$ cat config.mk
export PLATFORM = sky130hd
export DESIGN_NAME = glt_queue
export DESIGN_NICKNAME = d
export VERILOG_FILES = /design/src/sv/glyph_text_layout_assert.svh /design/src/sv/glt_pkg.sv /design/src/sv/glt_queue.sv
export SDC_FILE = /design/constraint.sdc
export NUM_CORES = 1
export LEC_CHECK = 0
export ABC_AREA = 1
export BUFFER_PORTS_ARGS = -buffer_cell sky130_fd_sc_hd__buf_2
export CAP_MARGIN = 30
export CORE_ASPECT_RATIO = 0.5
export CORE_MARGIN = 1.5
export CORE_UTILIZATION = 55
export CTS_BUF_LIST = sky130_fd_sc_hd__clkbuf_4 sky130_fd_sc_hd__clkbuf_8 sky130_fd_sc_hd__clkbuf_16
export DETAILED_ROUTE_END_ITERATION = 12
export PLACE_DENSITY = 0.79
export SLEW_MARGIN = 25
export SYNTH_ARGS = -nofsm -noshare
export SYNTH_HDL_FRONTEND = slang
export SYNTH_SLANG_ARGS = --single-unit
$ cat constraint.sdc
create_clock -name clock -period 5.6 [get_ports clock]
set_clock_uncertainty 0.1 [all_clocks]
set_input_delay 0.56 -clock clock [delete_from_list [all_inputs] [get_ports clock]]
set_output_delay 0.56 -clock clock [all_outputs]
set_load 0.1 [all_outputs]
$ cat src/sv/glyph_text_layout_assert.svh
// Assertion macros shared by the glyph text layout modules.
`ifndef GLYPH_TEXT_LAYOUT_ASSERT_SVH
`define GLYPH_TEXT_LAYOUT_ASSERT_SVH

`ifndef SYNTH
// Same-cycle implication: whenever ante holds, cons holds too.
`define GLT_ASSERT_IMP(lbl, clk, rst, ante, cons) \
   lbl: assert property (@(posedge clk) disable iff (rst) (ante) |-> (cons)) \
      else $error("glyph_text_layout: assertion failed");
// Next-cycle implication: whenever ante holds, cons holds in the next cycle.
`define GLT_ASSERT_NEXT(lbl, clk, rst, ante, cons) \
   lbl: assert property (@(posedge clk) disable iff (rst) (ante) |=> (cons)) \
      else $error("glyph_text_layout: assertion failed");
`else
`define GLT_ASSERT_IMP(lbl, clk, rst, ante, cons)
`define GLT_ASSERT_NEXT(lbl, clk, rst, ante, cons)
`endif

`endif

$ cat src/sv/glt_pkg.sv
// Types and constants shared by the glyph text layout modules.
package glt_pkg;

   localparam int QUEUE_DEPTH = 4;
   localparam int QPTR_BITS   = $clog2(QUEUE_DEPTH);
   localparam int QCOUNT_BITS = $clog2(QUEUE_DEPTH + 1);

   localparam logic [7:0] END_CODE     = 8'd0;
   localparam logic [7:0] NEWLINE_CODE = 8'd10;

   localparam logic OP_LOAD     = 1'b0;
   localparam logic OP_TEXT     = 1'b1;
   localparam logic KIND_GLYPH  = 1'b0;
   localparam logic KIND_EXTENT = 1'b1;

   typedef enum logic [1:0] {
      CSR_LEFT_EDGE   = 2'd0,
      CSR_TOP_EDGE    = 2'd1,
      CSR_ASCENT      = 2'd2,
      CSR_LINE_HEIGHT = 2'd3
   } csr_index_type;

   typedef enum logic [1:0] {
      CLS_IGNORE,
      CLS_GLYPH,
      CLS_NEWLINE,
      CLS_END
   } char_class_type;

   typedef struct packed {
      logic              opcode;
      logic [7:0]        char_code;
      logic [7:0]        advance;
      logic signed [7:0] left_bearing;
      logic signed [7:0] top_bearing;
      logic [7:0]        glyph_width;
      logic [7:0]        glyph_height;
   } req_type;

   typedef struct packed {
      logic        kind;
      logic [7:0]  glyph_code;
      logic [15:0] x0;
      logic [15:0] y0;
      logic [15:0] x1;
      logic [15:0] y1;
   } rsp_type;

   typedef struct packed {
      logic [7:0]        advance;
      logic signed [7:0] left_bearing;
      logic signed [7:0] top_bearing;
      logic [7:0]        glyph_width;
      logic [7:0]        glyph_height;
   } glyph_metrics_type;

   typedef struct packed {
      char_class_type    cls;
      logic [7:0]        code;
      glyph_metrics_type metrics;
   } queue_entry_type;

   typedef struct packed {
      logic [15:0] left_edge;
      logic [15:0] top_edge;
      logic [7:0]  ascent;
      logic [7:0]  line_height;
   } csr_type;

endpackage

$ cat src/sv/glt_queue.sv
// Short queue of classified characters between the front and back ends.
module glt_queue import glt_pkg::*; (
   input  logic                   clock,
   input  logic                   reset,
   input  logic                   push_valid,
   input  queue_entry_type        push_data,
   input  logic                   pop,
   output queue_entry_type        pop_data,
   output logic                   nonempty,
   output logic [QCOUNT_BITS-1:0] count
);

   queue_entry_type        slot_ff [QUEUE_DEPTH];
   logic [QPTR_BITS-1:0]   wr_ptr_ff;
   logic [QPTR_BITS-1:0]   wr_ptr_in;
   logic [QPTR_BITS-1:0]   rd_ptr_ff;
   logic [QPTR_BITS-1:0]   rd_ptr_in;
   logic [QCOUNT_BITS-1:0] count_ff;
   logic [QCOUNT_BITS-1:0] count_in;
   logic                   do_pop;

   assign nonempty = count_ff != '0;
   assign count    = count_ff;
   assign pop_data = slot_ff[rd_ptr_ff];
   assign do_pop   = pop && nonempty;

   always_comb begin
      wr_ptr_in = wr_ptr_ff + QPTR_BITS'(push_valid);
      rd_ptr_in = rd_ptr_ff + QPTR_BITS'(do_pop);
      count_in  = count_ff + QCOUNT_BITS'(push_valid) - QCOUNT_BITS'(do_pop);
   end

   always_ff @(posedge clock) begin
      if (reset) begin
         wr_ptr_ff <= '0;
         rd_ptr_ff <= '0;
         count_ff  <= '0;
      end else begin
         wr_ptr_ff <= wr_ptr_in;
         rd_ptr_ff <= rd_ptr_in;
         count_ff  <= count_in;
      end
   end

   always_ff @(posedge clock) begin
      if (push_valid) begin
         slot_ff[wr_ptr_ff] <= push_data;
      end
   end

endmodule

==> results.txt <==
- Count of boundary I/O pins: between 100 and 150
- At the pin with the least slew margin, the transition time is between 0.9 and 1 ns.
- The worst hold path belongs to the class input port to flop.
- Global routing used 3.50% of the available met3 tracks.
- The tree built by TritonCTS fans out to 207 sinks.
- Number of setup buffers added after CTS: 0
- The floorplan has 30 rows.
- The critical path starts at rd_ptr_ff[0].
- The routed layout has 4,588 vias.
- Maximum clock path buffer count: 3
* Peak per-stage delay on the critical path: 0.67 ns
* Delay-heaviest family, CP: buffers and inverters
- Startpoint kind of the worst setup timing path: flop
- Status: completed
- Routed Wire Length: 14,900 um
- Synthesis produced a netlist whose cell count is 529.
- List of most frequent post-synthesis cells: sky130_fd_sc_hd__edfxtp_1 (200), sky130_fd_sc_hd__nor2_1 (109), sky130_fd_sc_hd__o21ai_1 (69), sky130_fd_sc_hd__o22ai_1 (50), sky130_fd_sc_hd__o21ai_0 (31)
* Met1 GRT Util: 26.2%
- In this run the number of H-tree levels came out at 1.
- Static timing analysis puts the maximum clock frequency at 0.302 GHz.
- Placed wire-length estimate after detailed placement: roughly 8000 um
* CTS root buf: sky130_fd_sc_hd__clkbuf_16
* Count of synthesis-stage warnings from yosys: 0
- Weighted congestion at the end of routability-driven global placement: between 0.7 and 0.8
- Wire length of the first global-routing pass: 22,600 um
- Remaining antenna violation count after routing: 0
* Final core utilization: 65.7%
- The die is 172 um wide.
- In this run the static leakage power is between 3 and 4 nW.
* Critical path peak fanout: 71
- Hold is met by 0.191 ns.
- Total power per unit cell area: 531 mW/mm^2
- Max-Cap Viols: 0
- Top post-synthesis cells by area: sky130_fd_sc_hd__edfxtp_1 (77%), sky130_fd_sc_hd__nor2_1 (5.2%), sky130_fd_sc_hd__o21ai_1 (4.4%)
* Count of input and output buffers: 107
- Detailed-route wire length per cell: between 15 and 20 um
* Count of routing violations after the opening detailed-route iteration: 296
* Worst skew pair latency: 0.48 ns
- Summing every instance area after synthesis gives 0.00781 mm^2.
* Largest voltage drop on the vdd net: 311 uV
- The net count of the finished layout is 692.
- In this run, distinct cell masters in the synthesized netlist total 23.
- Kind of end point of the critical path: output pin
- Critical Path AT: approximately 2.7 ns
- Met2 routing resource usage after global routing: 35.2%
- Type of the worst setup path: flop to output pin
- The count of pins over their slew limit is 0.
- Number of antenna violations at the first check in global routing: 0
- Syn avg cell area: 14.8 um^2
- Final setup fails: 0
- Worst R2R Start: count[1]
- Fraction of registers with async set or reset after synthesis: 0%
- The clock period could shrink to 3.31 ns.
- The first TritonRoute pass finished after 5 iterations.
* CP max stage cell: sky130_fd_sc_hd__buf_4
* Total clock buffers created by CTS: 18
- Once the floorplan was initialized, standard cells occupied 57.0% of the core.
- Length in cells of the worst reg-to-reg path: 11
- Most used DFF post-synth: sky130_fd_sc_hd__edfxtp_1
- The via count of the first global-routing pass is 4,411.
* Pin count of the biggest net entering global routing: 103
- Final period utilization: 59.2%
- After synthesis the netlist holds a flip-flop and latch count of a little over 200.
- For the worst setup path, the data required time is around 4.9 ns.
- After synthesis, the largest area contributor takes up about three quarters of total cell area.
- In the routed layout, each cell is associated on average with a via count of 5.48.
* Post-route setup TNS: 0 ns
- The critical path goes through clkinv_2 -> buf_4 -> nor2_1 -> o22ai_1 -> buf_2.
* Startpoint of the most critical hold path: push_data[10]
- Headroom to the max-slew limit came out at a little under two fifths.
- After detailed routing, the number of remaining DRC violations is 0.
* Gates resized, CTS repair: 0
- The final hold violation count came to 0.
- By instance count, the leading cell after synthesis is sky130_fd_sc_hd__edfxtp_1.
- The floorplan step set the die height to about 87 um.
- Global routing's busiest layer: met2
- Critical path depth: 5
- Summed over all instances, the cell type with the most area after synthesis is sky130_fd_sc_hd__edfxtp_1.
* RSZ-0062 raised after global routing: false
- Once routing completed, OpenROAD measured the worst setup slack at ~2.3 ns.
- Global routing used roughly a fifth of the available tracks.
* Worst Setup Slack post-DPL: 2.79 ns
- Counting instances, the worst hold path has a depth of 1.
- Remaining global-route overflow: 0
* Synth Net Count: 586
- Antenna cells: 0
- Area growth from synthesis to layout: 15.1%
- Count of flip-flops with a built-in enable after synthesis: 200
* Clock-pin slew on the worst setup and hold paths: 0.07 ns
* Number of buffers and inverters on the critical path: 3
- The number of hold buffers added after CTS was 0.
- The die covers 0.0150 mm^2.
- The share of the Yosys chip area taken by registers is 78.6%.
* Clock tree from TritonCTS: yes
- Share of final-layout standard cells stronger than drive strength 1: between 20% and 30%
* Area of the placeable core: 0.0137 mm^2
[cells in the final DEF (no fill, tap or decap), drive strengths merged]
| master | Yosys | final |
|---|---|---|
| ha | 2 | 2 |
| buf | 26 | 118 |
| nand4 | 1 | 1 |
| nand3 | 1 | 1 |
| o21ai | 100 | 100 |
| o22ai | 50 | 50 |
| nor2 | 109 | 109 |
| clkinvlp | 0 | 1 |
| nor3 | 4 | 4 |
| xnor2 | 2 | 2 |
| nand2 | 7 | 7 |
| inv | 11 | 10 |
| clkbuf | 6 | 26 |
| dfxtp | 7 | 7 |
| fa | 1 | 1 |
| xor2 | 1 | 1 |
| clkinv | 0 | 4 |
| edfxtp | 200 | 200 |
| a21oi | 1 | 1 |
[metal layers]
layer | vias to the layer above | share of wire, %
met4 | 0 | 1.7
li1 | 2193 | -
met1 | 2227 | 43
met2 | 145 | 50
met3 | 23 | 5.6
met5 | - | 0
[layout make-up]
type                            count  area [um^2]
Sequential cell                   207         6150
Fill cell                        1000         4710
Multi-Input combinational cell    279         1380
Timing Repair Buffer              118          638
Clock buffer                       26          528
Tap cell                          192          240
Inverter                           11         42.5
Clock inverter                      4         18.8
[report_power, final]
group | switching, mW | internal [mW] | total [mW]
clock network | 0.509 | 0.655 | 1.16
logic | 1.52 | 0.269 | 1.79
registers | 0.0322 | 1.78 | 1.82
[metrics by stage]
step	instances	area [um^2]	power, mW
global route	837	8990	4.94
global placement	806	8420	3.61
CTS	836	8970	4.79
floorplan	529	7820	3.42
finish	837	8990	4.77
detailed placement	806	8420	3.64
[sequential cells by signal (all words and copies together) (netlist names)]
register and cells:
slot_ff 200, count 3, rd_ptr_ff 2, wr_ptr_ff 2
[cells by family (layout without fill, tap and decap cells)]
logic type	Yosys count	count (layout)	synth area share, %
flops	207	207	78.6
buf+inv	43	159	4.00
xor+xnor	3	3	0.336
simple gates	122	122	5.97
compound gates	151	151	10.5
fa+ha+maj	3	3	0.576
[worst paths after layout]
check	endpoint	slack, ns
min reg2reg	count[2]	0.41
max	pop_data[7]	2.29
min	slot_ff[3][10]	0.19
max reg2reg	count[2]	3.53
Power figures use the tool's default switching activity.
