<file path="config.mk">
export PLATFORM = sky130hd
export DESIGN_NAME = glt_back
export DESIGN_NICKNAME = d
export VERILOG_FILES = /design/src/sv/glt_pkg.sv /design/src/sv/glt_back.sv
export VERILOG_INCLUDE_DIRS = /design/src /design/src/sv
export SDC_FILE = /design/constraint.sdc
export NUM_CORES = 1
export LEC_CHECK = 0
export BUFFER_PORTS_ARGS = -buffer_cell sky130_fd_sc_hd__buf_4
export CAP_MARGIN = 25
export CORE_MARGIN = 5
export CORE_UTILIZATION = 54
export DETAILED_ROUTE_END_ITERATION = 8
export GPL_TIMING_DRIVEN = 0
export PLACE_DENSITY = 0.9
export SLEW_MARGIN = 10
export SYNTH_ARGS = -nofsm -noshare
export SYNTH_HDL_FRONTEND = slang
export SYNTH_SLANG_ARGS = --single-unit
</file>
<file path="constraint.sdc">
create_clock -name clock -period 7.1 [get_ports clock]
set_input_delay 0.355 -clock clock [delete_from_list [all_inputs] [get_ports clock]]
set_output_delay 0.355 -clock clock [all_outputs]
set_load 0.1 [all_outputs]
</file>
<file path="src/sv/glyph_text_layout_assert.svh">
// Assertion macros shared by the glyph text layout modules.
`ifndef GLYPH_TEXT_LAYOUT_ASSERT_SVH
`define GLYPH_TEXT_LAYOUT_ASSERT_SVH

`ifndef SYNTH
// Same-cycle implication: whenever ante holds, cons holds too.
`define GLT_ASSERT_IMP(lbl, clk, rst, ante, cons) \
   lbl: assert property (@(posedge clk) disable iff (rst) (ante) |-> (cons)) \
      else $error("glyph_text_layout: assertion failed");
// Next-cycle implication: whenever ante holds, cons holds in the next cycle.
`define GLT_ASSERT_NEXT(lbl, clk, rst, ante, cons) \
   lbl: assert property (@(posedge clk) disable iff (rst) (ante) |=> (cons)) \
      else $error("glyph_text_layout: assertion failed");
`else
`define GLT_ASSERT_IMP(lbl, clk, rst, ante, cons)
`define GLT_ASSERT_NEXT(lbl, clk, rst, ante, cons)
`endif

`endif

</file>
<file path="src/sv/glt_pkg.sv">
// Types and constants shared by the glyph text layout modules.
package glt_pkg;

   localparam int QUEUE_DEPTH = 4;
   localparam int QPTR_BITS   = $clog2(QUEUE_DEPTH);
   localparam int QCOUNT_BITS = $clog2(QUEUE_DEPTH + 1);

   localparam logic [7:0] END_CODE     = 8'd0;
   localparam logic [7:0] NEWLINE_CODE = 8'd10;

   localparam logic OP_LOAD     = 1'b0;
   localparam logic OP_TEXT     = 1'b1;
   localparam logic KIND_GLYPH  = 1'b0;
   localparam logic KIND_EXTENT = 1'b1;

   typedef enum logic [1:0] {
      CSR_LEFT_EDGE   = 2'd0,
      CSR_TOP_EDGE    = 2'd1,
      CSR_ASCENT      = 2'd2,
      CSR_LINE_HEIGHT = 2'd3
   } csr_index_type;

   typedef enum logic [1:0] {
      CLS_IGNORE,
      CLS_GLYPH,
      CLS_NEWLINE,
      CLS_END
   } char_class_type;

   typedef struct packed {
      logic              opcode;
      logic [7:0]        char_code;
      logic [7:0]        advance;
      logic signed [7:0] left_bearing;
      logic signed [7:0] top_bearing;
      logic [7:0]        glyph_width;
      logic [7:0]        glyph_height;
   } req_type;

   typedef struct packed {
      logic        kind;
      logic [7:0]  glyph_code;
      logic [15:0] x0;
      logic [15:0] y0;
      logic [15:0] x1;
      logic [15:0] y1;
   } rsp_type;

   typedef struct packed {
      logic [7:0]        advance;
      logic signed [7:0] left_bearing;
      logic signed [7:0] top_bearing;
      logic [7:0]        glyph_width;
      logic [7:0]        glyph_height;
   } glyph_metrics_type;

   typedef struct packed {
      char_class_type    cls;
      logic [7:0]        code;
      glyph_metrics_type metrics;
   } queue_entry_type;

   typedef struct packed {
      logic [15:0] left_edge;
      logic [15:0] top_edge;
      logic [7:0]  ascent;
      logic [7:0]  line_height;
   } csr_type;

endpackage

</file>
<file path="src/sv/glt_back.sv">
// Back end: pen and baseline tracking, quad and extent results, result register.
`include "glyph_text_layout_assert.svh"

module glt_back import glt_pkg::*; #(
   parameter int COORD_BITS = 16
) (
   input  logic            clock,
   input  logic            reset,
   input  csr_type         cfg,
   input  logic            q_nonempty,
   input  queue_entry_type q_data,
   output logic            q_pop,
   output logic            empty,
   input  logic            pop,
   output rsp_type         rsp_data
);

   localparam int C = COORD_BITS;

   logic [C-1:0] pen_ff,    pen_in;
   logic [C-1:0] base_ff,   base_in;
   logic [C-1:0] widest_ff, widest_in;
   logic [C-1:0] height_ff, height_in;
   logic         start_ff,  start_in;
   logic [C-1:0] base_start_ff;
   logic         rsp_valid_ff, rsp_valid_in;
   rsp_type      rsp_data_ff, rsp_data_in;

   logic [C-1:0] left, top, lh;
   logic [C-1:0] pen_e, base_e;
   logic [C-1:0] qx, qy, line_w, ext_w, ext_h;
   logic         produces, slot_free, take;

   assign left = cfg.left_edge[C-1:0];
   assign top  = cfg.top_edge[C-1:0];
   assign lh   = C'(cfg.line_height);

   // Configuration must only change when idle (unenforced); first baseline registered.
   always_ff @(posedge clock) begin
      base_start_ff <= top + C'(cfg.ascent);
   end

   assign pen_e  = start_ff ? left : pen_ff;
   assign base_e = start_ff ? base_start_ff : base_ff;

   assign produces  = (q_data.cls == CLS_GLYPH) || (q_data.cls == CLS_END);
   assign slot_free = !rsp_valid_ff || pop;
   assign take      = q_nonempty && (slot_free || !produces);
   assign q_pop     = take;

   always_comb begin
      qx     = pen_e + C'(q_data.metrics.left_bearing);
      qy     = base_e - C'(q_data.metrics.top_bearing);
      line_w = pen_e - left;
      ext_w  = (widest_ff == '0 && line_w != '0) ? line_w : widest_ff;
      ext_h  = (ext_w != '0 && height_ff == '0) ? lh : height_ff;

      pen_in       = pen_ff;
      base_in      = base_ff;
      widest_in    = widest_ff;
      height_in    = height_ff;
      start_in     = start_ff;
      rsp_valid_in = rsp_valid_ff && !pop;
      rsp_data_in  = rsp_data_ff;

      if (take) begin
         pen_in   = pen_e;
         base_in  = base_e;
         start_in = 1'b0;
         case (q_data.cls)
            CLS_GLYPH: begin
               pen_in       = pen_e + C'(q_data.metrics.advance);
               rsp_valid_in = 1'b1;
               rsp_data_in  = '{kind:       KIND_GLYPH,
                                glyph_code: q_data.code,
                                x0:         16'(qx),
                                y0:         16'(qy),
                                x1:         16'(qx + C'(q_data.metrics.glyph_width)),
                                y1:         16'(qy + C'(q_data.metrics.glyph_height))};
            end
            CLS_END: begin
               widest_in    = '0;
               height_in    = '0;
               start_in     = 1'b1;
               rsp_valid_in = 1'b1;
               rsp_data_in  = '{kind:       KIND_EXTENT,
                                glyph_code: END_CODE,
                                x0:         16'(left),
                                y0:         16'(top),
                                x1:         16'(left + ext_w),
                                y1:         16'(top + ext_h)};
            end
            CLS_NEWLINE: begin
               base_in   = base_e + lh;
               height_in = height_ff + lh;
               widest_in = (line_w > widest_ff) ? line_w : widest_ff;
               pen_in    = left;
            end
            default: begin
            end
         endcase
      end
   end

   always_ff @(posedge clock) begin
      if (reset) begin
         pen_ff       <= '0;
         base_ff      <= '0;
         widest_ff    <= '0;
         height_ff    <= '0;
         start_ff     <= 1'b1;
         rsp_valid_ff <= 1'b0;
      end else begin
         pen_ff       <= pen_in;
         base_ff      <= base_in;
         widest_ff    <= widest_in;
         height_ff    <= height_in;
         start_ff     <= start_in;
         rsp_valid_ff <= rsp_valid_in;
      end
   end

   always_ff @(posedge clock) begin
      rsp_data_ff <= rsp_data_in;
   end

   assign empty    = !rsp_valid_ff;
   assign rsp_data = rsp_data_ff;

   `GLT_ASSERT_NEXT(a_restart_after_end, clock, reset, take && (q_data.cls == CLS_END),
                    start_ff && (widest_ff == '0) && (height_ff == '0))
   `GLT_ASSERT_NEXT(a_result_registered, clock, reset, take && produces, rsp_valid_ff)

endmodule

</file>
==> out/results.tsv, run 1 <==
metric	value	unit
status	finished clean	
initial DRC count	1095	
Final nets	1918	
pre-CTS WS	-1.48	ns
Clk network pwr share	0.222	
final setup violating endpoints	0	
Sw Share	0.424	
Final Hold Fails	0	
Ys Warns	0	
clk slew on worst S/H paths	0.06	ns
Worst path top cell family by delay	compound AO/OA/AOI/OAI gates	
Placer Congestion	0.976	
latest clock arrival within the worst-skew pair	0.44	ns
TritonCTS clock tree	yes	
commonest non-fill, non-tap cells in the layout	buf_4 (179), ha_1 (146), nand2_1 (124), inv_1 (98)	
top cells by area, synth	edfxtp_1 (17%), ha_1 (14%), dfxtp_1 (13%)	
CP arrival	7.16	ns
Gate power share	0.518	
switching pwr	1810	uW
I/O pins	177	
share of layout cells above drive strength 1	0.166	
drt pass-1 iters	6	
Storage cell area	3830	sq um
Hold WC Path Type	primary input to flop	
Crit path largest cell delay	0.58	ns
top cell type's share of synthesized area	0.170	
Final Cell Area	15300	sq um
Req. time, crit path	7.24	ns
Cell Pwr Density	278	nW/um^2
Final min period	7.02	ns
# Max-Cap Violations	0	
Async SR Flop Fraction	0	
GRT Residual Overflow	0	
Int Power	2460	uW
Post-Route WL	39.8	mm
IO buf count	176	
# rows	56	
crit path kind	flop to flop	
Net Count, Synth	1717	
f_max	0.142	GHz
slowest CP cell	or4_1	
via total after detailed routing	12288	
worst clock skew	0.0143	ns
hold buffer count at CTS	0	
die area	27100	sq um
Tcrit/Tclk final	0.989	
Post-synth EDFFs	73	
Synth-to-Final Area Change	19.0	%
multi-input logic area	8510	sq um
post-synthesis area per instance	8.85	sq um
post-route ant nets	0	
initial cell density of the core	0.549	
area post-placement	14700	sq um
Remaining DRCs	0	
gate count of the mapped netlist	1458	
Synth area leader	edfxtp_1	
Via density	6.17	
post-synthesis sequential area ratio	0.297	
first-pass GRT wire length	62.1	mm
Die Span Y	165	um
Root Buffer Master	clkbuf_16	
CTS H-Tree Depth	4	
area of the core	23500	sq um
pin count of the biggest net entering global routing	54	
post-synthesis cell type count	75	
most common cell after layout, fill and taps aside	buf_4	
Setup crit start kind	flop	
actual slew at the worst max-slew pin	1.04	ns
DP Wirelength	31.5	mm
Total GRT Usage	0.290	
Die W	165	um
crit path buf inv count	4	
antenna fix cells	0	
fillers	1859	
Worst Setup End Kind	flop	
Crit Path Max Fanout	10	
Num CTS Buffers	17	
Slew Viols, Final	0	
FF+latch count, synth	155	
Reg power frac	0.260	
Rel. slew slack	0.307	
Post-synth top flop	dfxtp_1	
initial antenna violation count	1	
synthesized cell area	12900	sq um
Placed Cells	1955	
Non-Filler Instances	1991	
post-DR wirelength/cell	20.0	um
Sink Count	155	
vias in the first global route	12269	
Clock Tree Buf Depth	2	
P_leak	0.00677	uW
Setup WS post-layout	0.0790	ns
worst vdd ir	0.000185	V
==> power groups by stage <==
stage	sequential (uW)	clock, uW	combinational, uW
after global placement	1120	0	2100
after CTS	1110	941	2180
after detailed placement	1120	0	2150
after global routing	1120	991	2400
final	1110	948	2210
after floorplan	1460	0	1320
==> kinds of logic (layout without fill, tap and decap cells) <==
kind of cell    Yosys count  in the layout  share of synthesized area
compound gates          425            425                      0.219
simple gates            385            385                      0.144
fa+ha+maj               157            157                      0.159
flops                   155            155                      0.297
buf+inv                 155            369                     0.0454
xor+xnor                122            122                     0.0851
mux                      59             59                     0.0502
==> synth_stat cells, types with 23 or more instances <==
library cell and count:
nor2_1 90, edfxtp_1 73, clkbuf_1 41, nand2_1 124, o21ai_0 87, mux2_2 44, a21oi_1 91, nor3_1 28
xor2_1 30, nand3_1 23, inv_1 99, o21a_1 24, xnor2_1 89, dfxtp_1 82, a21o_1 51, ha_1 146
==> metrics by stage <==
stage	power [uW]	hold slack, ns	setup TNS [ns]	utilization
3_5_place_dp	3280	0.451	-8.70	0.624
6_report	4270	0.162	0	0.654
4_1_cts	4220	0.148	0	0.652
2_1_floorplan	2780	0.429	0	-
5_1_grt	4500	0.155	-0.0124	0.654
3_3_place_gp	3220	0.438	-7.59	0.623
==> layer usage <==
layer | part of all wire | vias to the layer above | track usage
met5 | 0.00033 | - | 0
met4 | 0.043 | 2 | 0.123
met3 | 0.10 | 144 | 0.0784
met2 | 0.49 | 672 | 0.509
met1 | 0.37 | 5731 | 0.333
li1 | - | 5739 | -
==> layout make-up <==
class                   instances  area share
clock inverters                 6     0.00530
inverters                     103      0.0254
multi-input cells            1148       0.555
repair buffers                182      0.0907
clock buffers                  26      0.0333
plain buffers                  52      0.0146
flip-flops and latches        155       0.250
well taps                     319      0.0260
==> registers in the layout (all words and copies together) (netlist names) <==
name and flops:
height_ff 16, rsp_valid_ff 1, pen_ff 16, widest_ff 16
start_ff 1, rsp_data 73, base_start_ff 16, base_ff 16
==> what timing repair did <==
action	4_1_cts	5_1_grt
pin swaps	3	2
buffers inserted	2	1
resized for setup	13	7
setup endpoints to repair	12	4
==> final timing paths <==
path / start / end / slack (ns) / depth (start not counted)
setup / recovery: start_ff / rsp_data[14] / 0.08 / 27
hold / removal: cfg[27] / base_start_ff[11] / 0.16 / 2
setup reg to reg: start_ff / rsp_data[14] / 0.08 / 27
hold reg to reg: pen_ff[3] / pen_ff[3] / 0.46 / 2
Power figures use the tool's default switching activity.
==> run 2: changes to the inputs <==
==> constraint.sdc (replaced) <==
create_clock -name clock -period 5.92 [get_ports clock]
set_input_delay 0.296 -clock clock [delete_from_list [all_inputs] [get_ports clock]]
set_output_delay 0.296 -clock clock [all_outputs]
set_load 0.1 [all_outputs]
==> run 2 against run 1 <==
Net effect: the run now ends with negative setup slack left; clock power increased by 26%; hold slack worse by 0.077 ns; via count grew 2.4%; non-clock buffer count increased by 17; sequential share of layout area fell by 0.56 points; total power increased by 23%; count of clock-buffer cells in the layout shrank 6; clock skew shrank 0.0035 ns; sequential power is 20% higher; die area unchanged; maximum frequency is 16% higher; critical endpoint unchanged; largest cell class unchanged; highest routed layer is now met4.
==> out/results.tsv, run 2 (same netlist as run 1, synthesis figures left out) <==
metric	value	unit	change
Cell Pwr Density	335	nW/um^2	was 278 nW/um^2
IO buf count	176		unchanged
Die Span Y	165	um	unchanged
I/O pins	177		unchanged
TritonCTS clock tree	yes		unchanged
pin count of the biggest net entering global routing	40		was 54
DP Wirelength	31.1	mm	was 31.5 mm
Crit Path Max Fanout	6		was 10
GRT Residual Overflow	0		unchanged
crit path kind	flop to flop		unchanged
final setup violating endpoints	3		was 0
R2R depth	25		was 27
f_max	0.165	GHz	was 0.142 GHz
Sink Count	155		unchanged
post-DR wirelength/cell	20.3	um	was 20.0 um
initial DRC count	1163		was 1,095
Final min period	6.06	ns	was 7.02 ns
latest clock arrival within the worst-skew pair	0.45	ns	was 0.44 ns
CTS H-Tree Depth	4		unchanged
P_leak	0.00691	uW	was 0.00677 uW
violated checks	negative setup slack		
Hold WC Path Type	primary input to flop		unchanged
Tcrit/Tclk final	1.02		was 0.989
worst vdd ir	0.000209	V	was 0.000185 V
Req. time, crit path	6.10	ns	was 7.24 ns
Rel. slew slack	0.361		was 0.307
vias in the first global route	12750		was 12.3k
Post-Route WL	40.9	mm	was 39.8 mm
# Max-Cap Violations	0		unchanged
post-layout util	0.669		was 0.654
Setup WS post-layout	-0.139	ns	was 0.0790 ns
Final Hold Fails	0		unchanged
share of layout cells above drive strength 1	0.192		was 0.166
hold buffer count at CTS	0		unchanged
worst clock skew	0.0108	ns	was 0.0143 ns
Total GRT Usage	0.297		was 0.290
clk slew on worst S/H paths	0.06	ns	about the same
CP arrival	6.24	ns	was 7.16 ns
# rows	56		unchanged
reg-to-reg slack, setup	-0.14	ns	was 0.08 ns
pre-CTS WS	-0.983	ns	was -1.48 ns
die area	27100	sq um	unchanged
antenna fix cells	0		unchanged
reg-to-reg critical path endpoint	rsp_data[14]		unchanged
post-route ant nets	0		unchanged
actual slew at the worst max-slew pin	0.958	ns	was 1.04 ns
initial antenna violation count	0		was 1
worst r2r src	start_ff		unchanged
initial cell density of the core	0.549		unchanged
most common cell after layout, fill and taps aside	buf_4		unchanged
RSZ-0062 raised after global routing	true		
commonest non-fill, non-tap cells in the layout	buf_4 (194), ha_1 (141), nand2_1 (124), inv_1 (97), nor2_1 (90)		was buf_4 (179), ha_1 (146), nand2_1 (124), inv_1 (98)
Clock Tree Buf Depth	2		unchanged
area post-placement	14700	sq um	about the same
Final Cell Area	15700	sq um	was 15,300 sq um
Setup crit start kind	flop		unchanged
Synth-to-Final Area Change	21.8	%	was 19.0%
Post-Route Setup TNS	-0.400	ns	was 0 ns
status	finished with violations		was finished clean
Slew Viols, Final	0		unchanged
Hold Startpoint	cfg[31]		was cfg[27]
worst-case hold path end point	base_start_ff[15]		was base_start_ff[11]
max FFs per register	73		unchanged
via total after detailed routing	12583		was 12.3k
Final nets	1935		was 1,918
Root Buffer Master	clkbuf_16		unchanged
Placer Congestion	0.954		was 0.976
Remaining DRCs	0		unchanged
first-pass GRT wire length	63.9	mm	was 62.1 mm
Hold Path Cell Cnt	2		unchanged
Worst Setup End Kind	flop		unchanged
drt pass-1 iters	6		unchanged
area of the core	23500	sq um	unchanged
Via density	6.27		was 6.17
Die W	165	um	unchanged
Num CTS Buffers	17		unchanged
## run 2: metrics by stage
stage | power [uW] | hold WS (ns) | std cells
after floorplan | 3350 | 0.393 | 1458
after detailed placement | 3950 | 0.447 | 1955
after CTS | 5190 | 0.0764 | 2001
after global placement | 3870 | 0.436 | 1953
after global routing | 5540 | 0.0866 | 2008
final | 5270 | 0.0849 | 2008
## run 2: critical path: stages, from the launching register on
cell and delay [ns]:
dfxtp_4 0.37, buf_12 0.12, buf_12 0.12, mux2_2 0.41, ha_4 0.30, o21a_2 0.13, o31a_4 0.15, a21oi_2 0.05
or4_1 0.51, or4_1 0.57, or4_4 0.45, nor3_4 0.19, a41oi_4 0.19, a21o_1 0.22, ha_2 0.18, fa_2 0.34
a21o_1 0.17, a21oi_2 0.19, o21ai_2 0.11, a31oi_2 0.19, o21ai_2 0.11, o41ai_2 0.20, buf_4 0.18, o21ai_2 0.07
xnor2_2 0.16, mux2i_1 0.10
## run 2: report_power, final
group | switching [uW] | internal [uW]
logic | 1730 | 1020
registers | 43.2 | 1280
clock network | 488 | 704
total | 2260 | 3010
## run 2: repair_timing
action / 4_1_cts / 5_1_grt
setup buffers: 15 / 5
cloned: 0 / 0
pin swaps: 20 / 4
resized for setup: 25 / 14
setup endpoints to repair: 18 / 8
## run 2: area by class of cell
cell class | instances | area, sq um
plain buffers | 51 | 238
clock buffers | 20 | 468
clock inverters | 12 | 160
fillers | 1759 | 7770
inverters | 103 | 390
multi-input cells | 1148 | 8680
flip-flops and latches | 155 | 3840
well taps | 319 | 399
repair buffers | 200 | 1530
## run 2: how the worst max path moves through the flow
stage                     startpoint           end  depth (start not counted)
after floorplan             start_ff  rsp_data[14]                         27
after global placement      start_ff  rsp_data[14]                         25
after detailed placement    start_ff  rsp_data[14]                         25
after CTS                   start_ff  rsp_data[14]                         25
after global routing        start_ff  rsp_data[12]                         28
final                       start_ff  rsp_data[14]                         25
## run 2: routing by layer
| layer | track usage | vias to the layer above | routed length (um) |
|---|---|---|---|
| met5 | 0 | - | 0 |
| met4 | 0.146 | 0 | 1830 |
| met3 | 0.0639 | 147 | 4200 |
| met2 | 0.504 | 740 | 19300 |
| met1 | 0.358 | 5906 | 15600 |
| li1 | - | 5790 | - |
==> run 3: changes to the inputs <==
--- a/config.mk
+++ b/config.mk
@@ -6,13 +6,14 @@
 export SDC_FILE = /design/constraint.sdc
 export NUM_CORES = 1
 export LEC_CHECK = 0
+export ABC_AREA = 1
 export BUFFER_PORTS_ARGS = -buffer_cell sky130_fd_sc_hd__buf_4
 export CAP_MARGIN = 25
 export CORE_MARGIN = 5
 export CORE_UTILIZATION = 54
 export DETAILED_ROUTE_END_ITERATION = 8
 export GPL_TIMING_DRIVEN = 0
-export PLACE_DENSITY = 0.9
+export PLACE_DENSITY = 0.89
 export SLEW_MARGIN = 10
 export SYNTH_ARGS = -nofsm -noshare
 export SYNTH_HDL_FRONTEND = slang
==> run 3 against run 2 <==
Net effect: the run now ends clean; synthesized cell count is 33% higher; combinational power hardly changed; register-to-register slack better by 0.42 ns; area after synthesis is 4.4% higher; global-route usage is 1.2 points higher; first-iteration DRC count is 44% higher; sequential share of layout area is 0.66 points lower; via count is 14% higher; clock power is 3% lower; highest routed layer unchanged.
==> out/results.tsv, run 3 <==
metric	value	unit	change
P_leak	0.00783	uW	was 0.00691 uW
Int Power	2710	uW	was 3010 uW
Async SR Flop Fraction	0		unchanged
Ys Warns	0		unchanged
CP arrival	5.84	ns	was 6.24 ns
# Max-Cap Violations	0		unchanged
Crit path largest cell delay	0.41	ns	was 0.57 ns
final setup violating endpoints	0		was 3
Post-synth top cells	nand2_1 (515), inv_1 (266), a21oi_1 (186), o21ai_0 (160), ha_1 (146)		was ha_1 (146), nand2_1 (124), inv_1 (99), a21oi_1 (91), nor2_1 (90)
Via density	5.78		was 6.27
Synth area leader	edfxtp_1		unchanged
Root Buffer Master	clkbuf_16		unchanged
I/O pins	177		unchanged
post-route ant nets	0		unchanged
worst r2r src	start_ff		unchanged
Sink Count	155		unchanged
gate count of the mapped netlist	1939		was 1,458
DP Wirelength	36.0	mm	was 31.1 mm
CTS H-Tree Depth	4		unchanged
GRT Residual Overflow	0		unchanged
Remaining DRCs	0		unchanged
instance count on the critical path	39		was 25
pin count of the biggest net entering global routing	61		was 40
Cell Pwr Density	321	nW/um^2	was 335 nW/um^2
Reg power frac	0.254		was 0.252
Total GRT Usage	0.310		was 0.297
pre-CTS WS	-0.855	ns	was -0.983 ns
via total after detailed routing	14298		was 12.6k
Req. time, crit path	6.12	ns	was 6.10 ns
Setup WS post-layout	0.280	ns	was -0.139 ns
Clk network pwr share	0.222		was 0.226
synthesized cell area	13500	sq um	was 12,900 sq um
reg-to-reg critical path endpoint	rsp_data[14]		unchanged
slowest CP cell	fa_1		was or4_1
Post-synth EDFFs	73		unchanged
post-synthesis area per instance	6.95	sq um	was 8.85 sq um
Hold Path Cell Cnt	2		unchanged
initial cell density of the core	0.551		was 0.549
post-synthesis sequential area ratio	0.285		was 0.297
most common cell in the netlist	nand2_1		was ha_1
post-DR wirelength/cell	18.4	um	was 20.3 um
Sw Share	0.477		was 0.429
worst clock skew	0.0169	ns	was 0.0108 ns
max FFs per register	73		unchanged
Final min period	5.64	ns	was 6.06 ns
Rel. slew slack	0.389		was 0.361
Die W	168	um	was 165 um
top cell type's share of synthesized area	0.163		was 0.170
FF+latch count, synth	155		unchanged
Post-synth top flop	dfxtp_1		unchanged
Placer Congestion	1.04		was 0.954
TritonCTS clock tree	yes		unchanged
Final nets	2396		was 1,935
R2R depth	39		was 25
drt pass-1 iters	6		unchanged
Post-Route WL	45.6	mm	was 40.9 mm
initial DRC count	1669		was 1,163
post-synthesis cell type count	51		was 75
Post-Route Setup TNS	0	ns	was -0.400 ns
Clock Tree Buf Depth	2		unchanged
worst vdd ir	0.000162	V	was 0.000209 V
top cells by area, synth	edfxtp_1 (16%), nand2_1 (14%), ha_1 (14%)		was edfxtp_1 (17%), ha_1 (14%), dfxtp_1 (13%)
area of the core	24500	sq um	was 23,500 sq um
crit-path most repeated cell	nand2_1		was o21ai_2
commonest non-fill, non-tap cells in the layout	nand2_1 (511), inv_1 (263), a21oi_1 (186), buf_4 (177), o21ai_0 (144)		was buf_4 (194), ha_1 (141), nand2_1 (124), inv_1 (97), nor2_1 (90)
switching pwr	2470	uW	was 2260 uW
Net Count, Synth	2198		was 1,717
initial antenna violation count	0		unchanged
Slew Viols, Final	0		unchanged
clk slew on worst S/H paths	0.08	ns	was 0.06 ns
f_max	0.177	GHz	was 0.165 GHz
share of layout cells above drive strength 1	0.144		was 0.192
Final Hold Fails	0		unchanged
vias in the first global route	13125		was 12.8k
hold buffer count at CTS	0		unchanged
Hold Startpoint	cfg[8]		was cfg[31]
status	finished clean		was finished with violations
antenna fix cells	0		unchanged
reg-to-reg slack, setup	0.28	ns	was -0.14 ns
actual slew at the worst max-slew pin	0.917	ns	was 0.958 ns
fillers	2100		was 1,759
Gate power share	0.524		was 0.522
die area	28200	sq um	was 27,100 sq um
crit path kind	flop to flop		unchanged
crit path buf inv count	5		was 3
most common cell after layout, fill and taps aside	nand2_1		was buf_4
IO buf count	175		was 176
Crit Path Max Fanout	10		was 6
# rows	57		was 56
post-layout util	0.660		was 0.669
worst-case hold path end point	base_start_ff[0]		was base_start_ff[15]
Setup crit start kind	flop		unchanged
Worst Setup End Kind	flop		unchanged
first-pass GRT wire length	70.1	mm	was 63.9 mm
Synth-to-Final Area Change	19.8	%	was 21.8%
Die Span Y	168	um	was 165 um
Hold WC Path Type	primary input to flop		unchanged
Num CTS Buffers	17		unchanged
latest clock arrival within the worst-skew pair	0.44	ns	was 0.45 ns
Tcrit/Tclk final	0.953		was 1.02
Worst path top cell family by delay	simple AND/OR/NAND/NOR gates		was compound AO/OA/AOI/OAI gates
worst hold slack	0.0683	ns	was 0.0849 ns
==> run 3: final cells by class <==
cell class,instances,area (sq um),share of cell area
timing repair buffer,179,1370,0.0846
clock inverter,15,189,0.0117
clock buffer,17,425,0.0264
buffer,51,248,0.0153
sequential,155,3840,0.238
multi-input combinational,1459,8640,0.535
inverter,274,1030,0.0640
tap,324,405,0.0251
==> run 3: routing by layer <==
metal,wire [um],global-route usage
met5,0,0
met4,1620,0.109
met3,4920,0.0631
met2,20300,0.489
met1,18700,0.423
==> run 3: logic make-up (layout without fill, tap and decap cells) <==
| kind of cell | count (synthesis) | in the layout | share of synthesized area |
|---|---|---|---|
| xor+xnor | 73 | 73 | 0.0486 |
| compound gates | 407 | 407 | 0.163 |
| simple gates | 822 | 822 | 0.260 |
| buf+inv | 325 | 536 | 0.0918 |
| flops | 155 | 155 | 0.285 |
| fa+ha+maj | 157 | 157 | 0.152 |
==> run 3: power groups by stage <==
stage | clock network (uW) | registers (uW) | logic [uW]
after floorplan | 0 | 1720 | 1540
after global placement | 0 | 1340 | 2510
after detailed placement | 0 | 1340 | 2580
after CTS | 1150 | 1310 | 2620
after global routing | 1200 | 1320 | 2960
final | 1150 | 1320 | 2720
==> run 3: worst max path at each step <==
stage / from / slack [ns] / end
finish: start_ff / 0.28 / rsp_data[14]
global route: start_ff / -0.03 / rsp_data[14]
CTS: start_ff / 0.01 / rsp_data[14]
detailed placement: start_ff / -0.85 / rsp_data[14]
global placement: start_ff / -1.20 / rsp_data[14]
floorplan: start_ff / 0.51 / rsp_data[14]
==> run 3: repair_timing <==
action                                  in CTS  in global routing
cloned                                       0                  0
setup buffers                                1                  0
endpoints found under the hold margin        0                  0
pin swaps                                    1                  2
endpoints found under the setup margin      12                  7
gates resized for setup                     35                 48
==> run 3: through the flow <==
| stage | cells | power [uW] | instance area, sq um |
|---|---|---|---|
| floorplan | 1939 | 3260 | 13500 |
| global placement | 2438 | 3850 | 15200 |
| detailed placement | 2440 | 3910 | 15200 |
| CTS | 2473 | 5080 | 15900 |
| global route | 2474 | 5490 | 16100 |
| finish | 2474 | 5180 | 16100 |
==> run 3: worst register-to-register path, delay by kind of cell (launching register included) <==
family | cells | cell delay, ns
compound gates | 6 | 0.90
fa+ha+maj | 3 | 0.96
simple gates | 25 | 2.45
flops | 1 | 0.37
buf+inv | 5 | 0.71
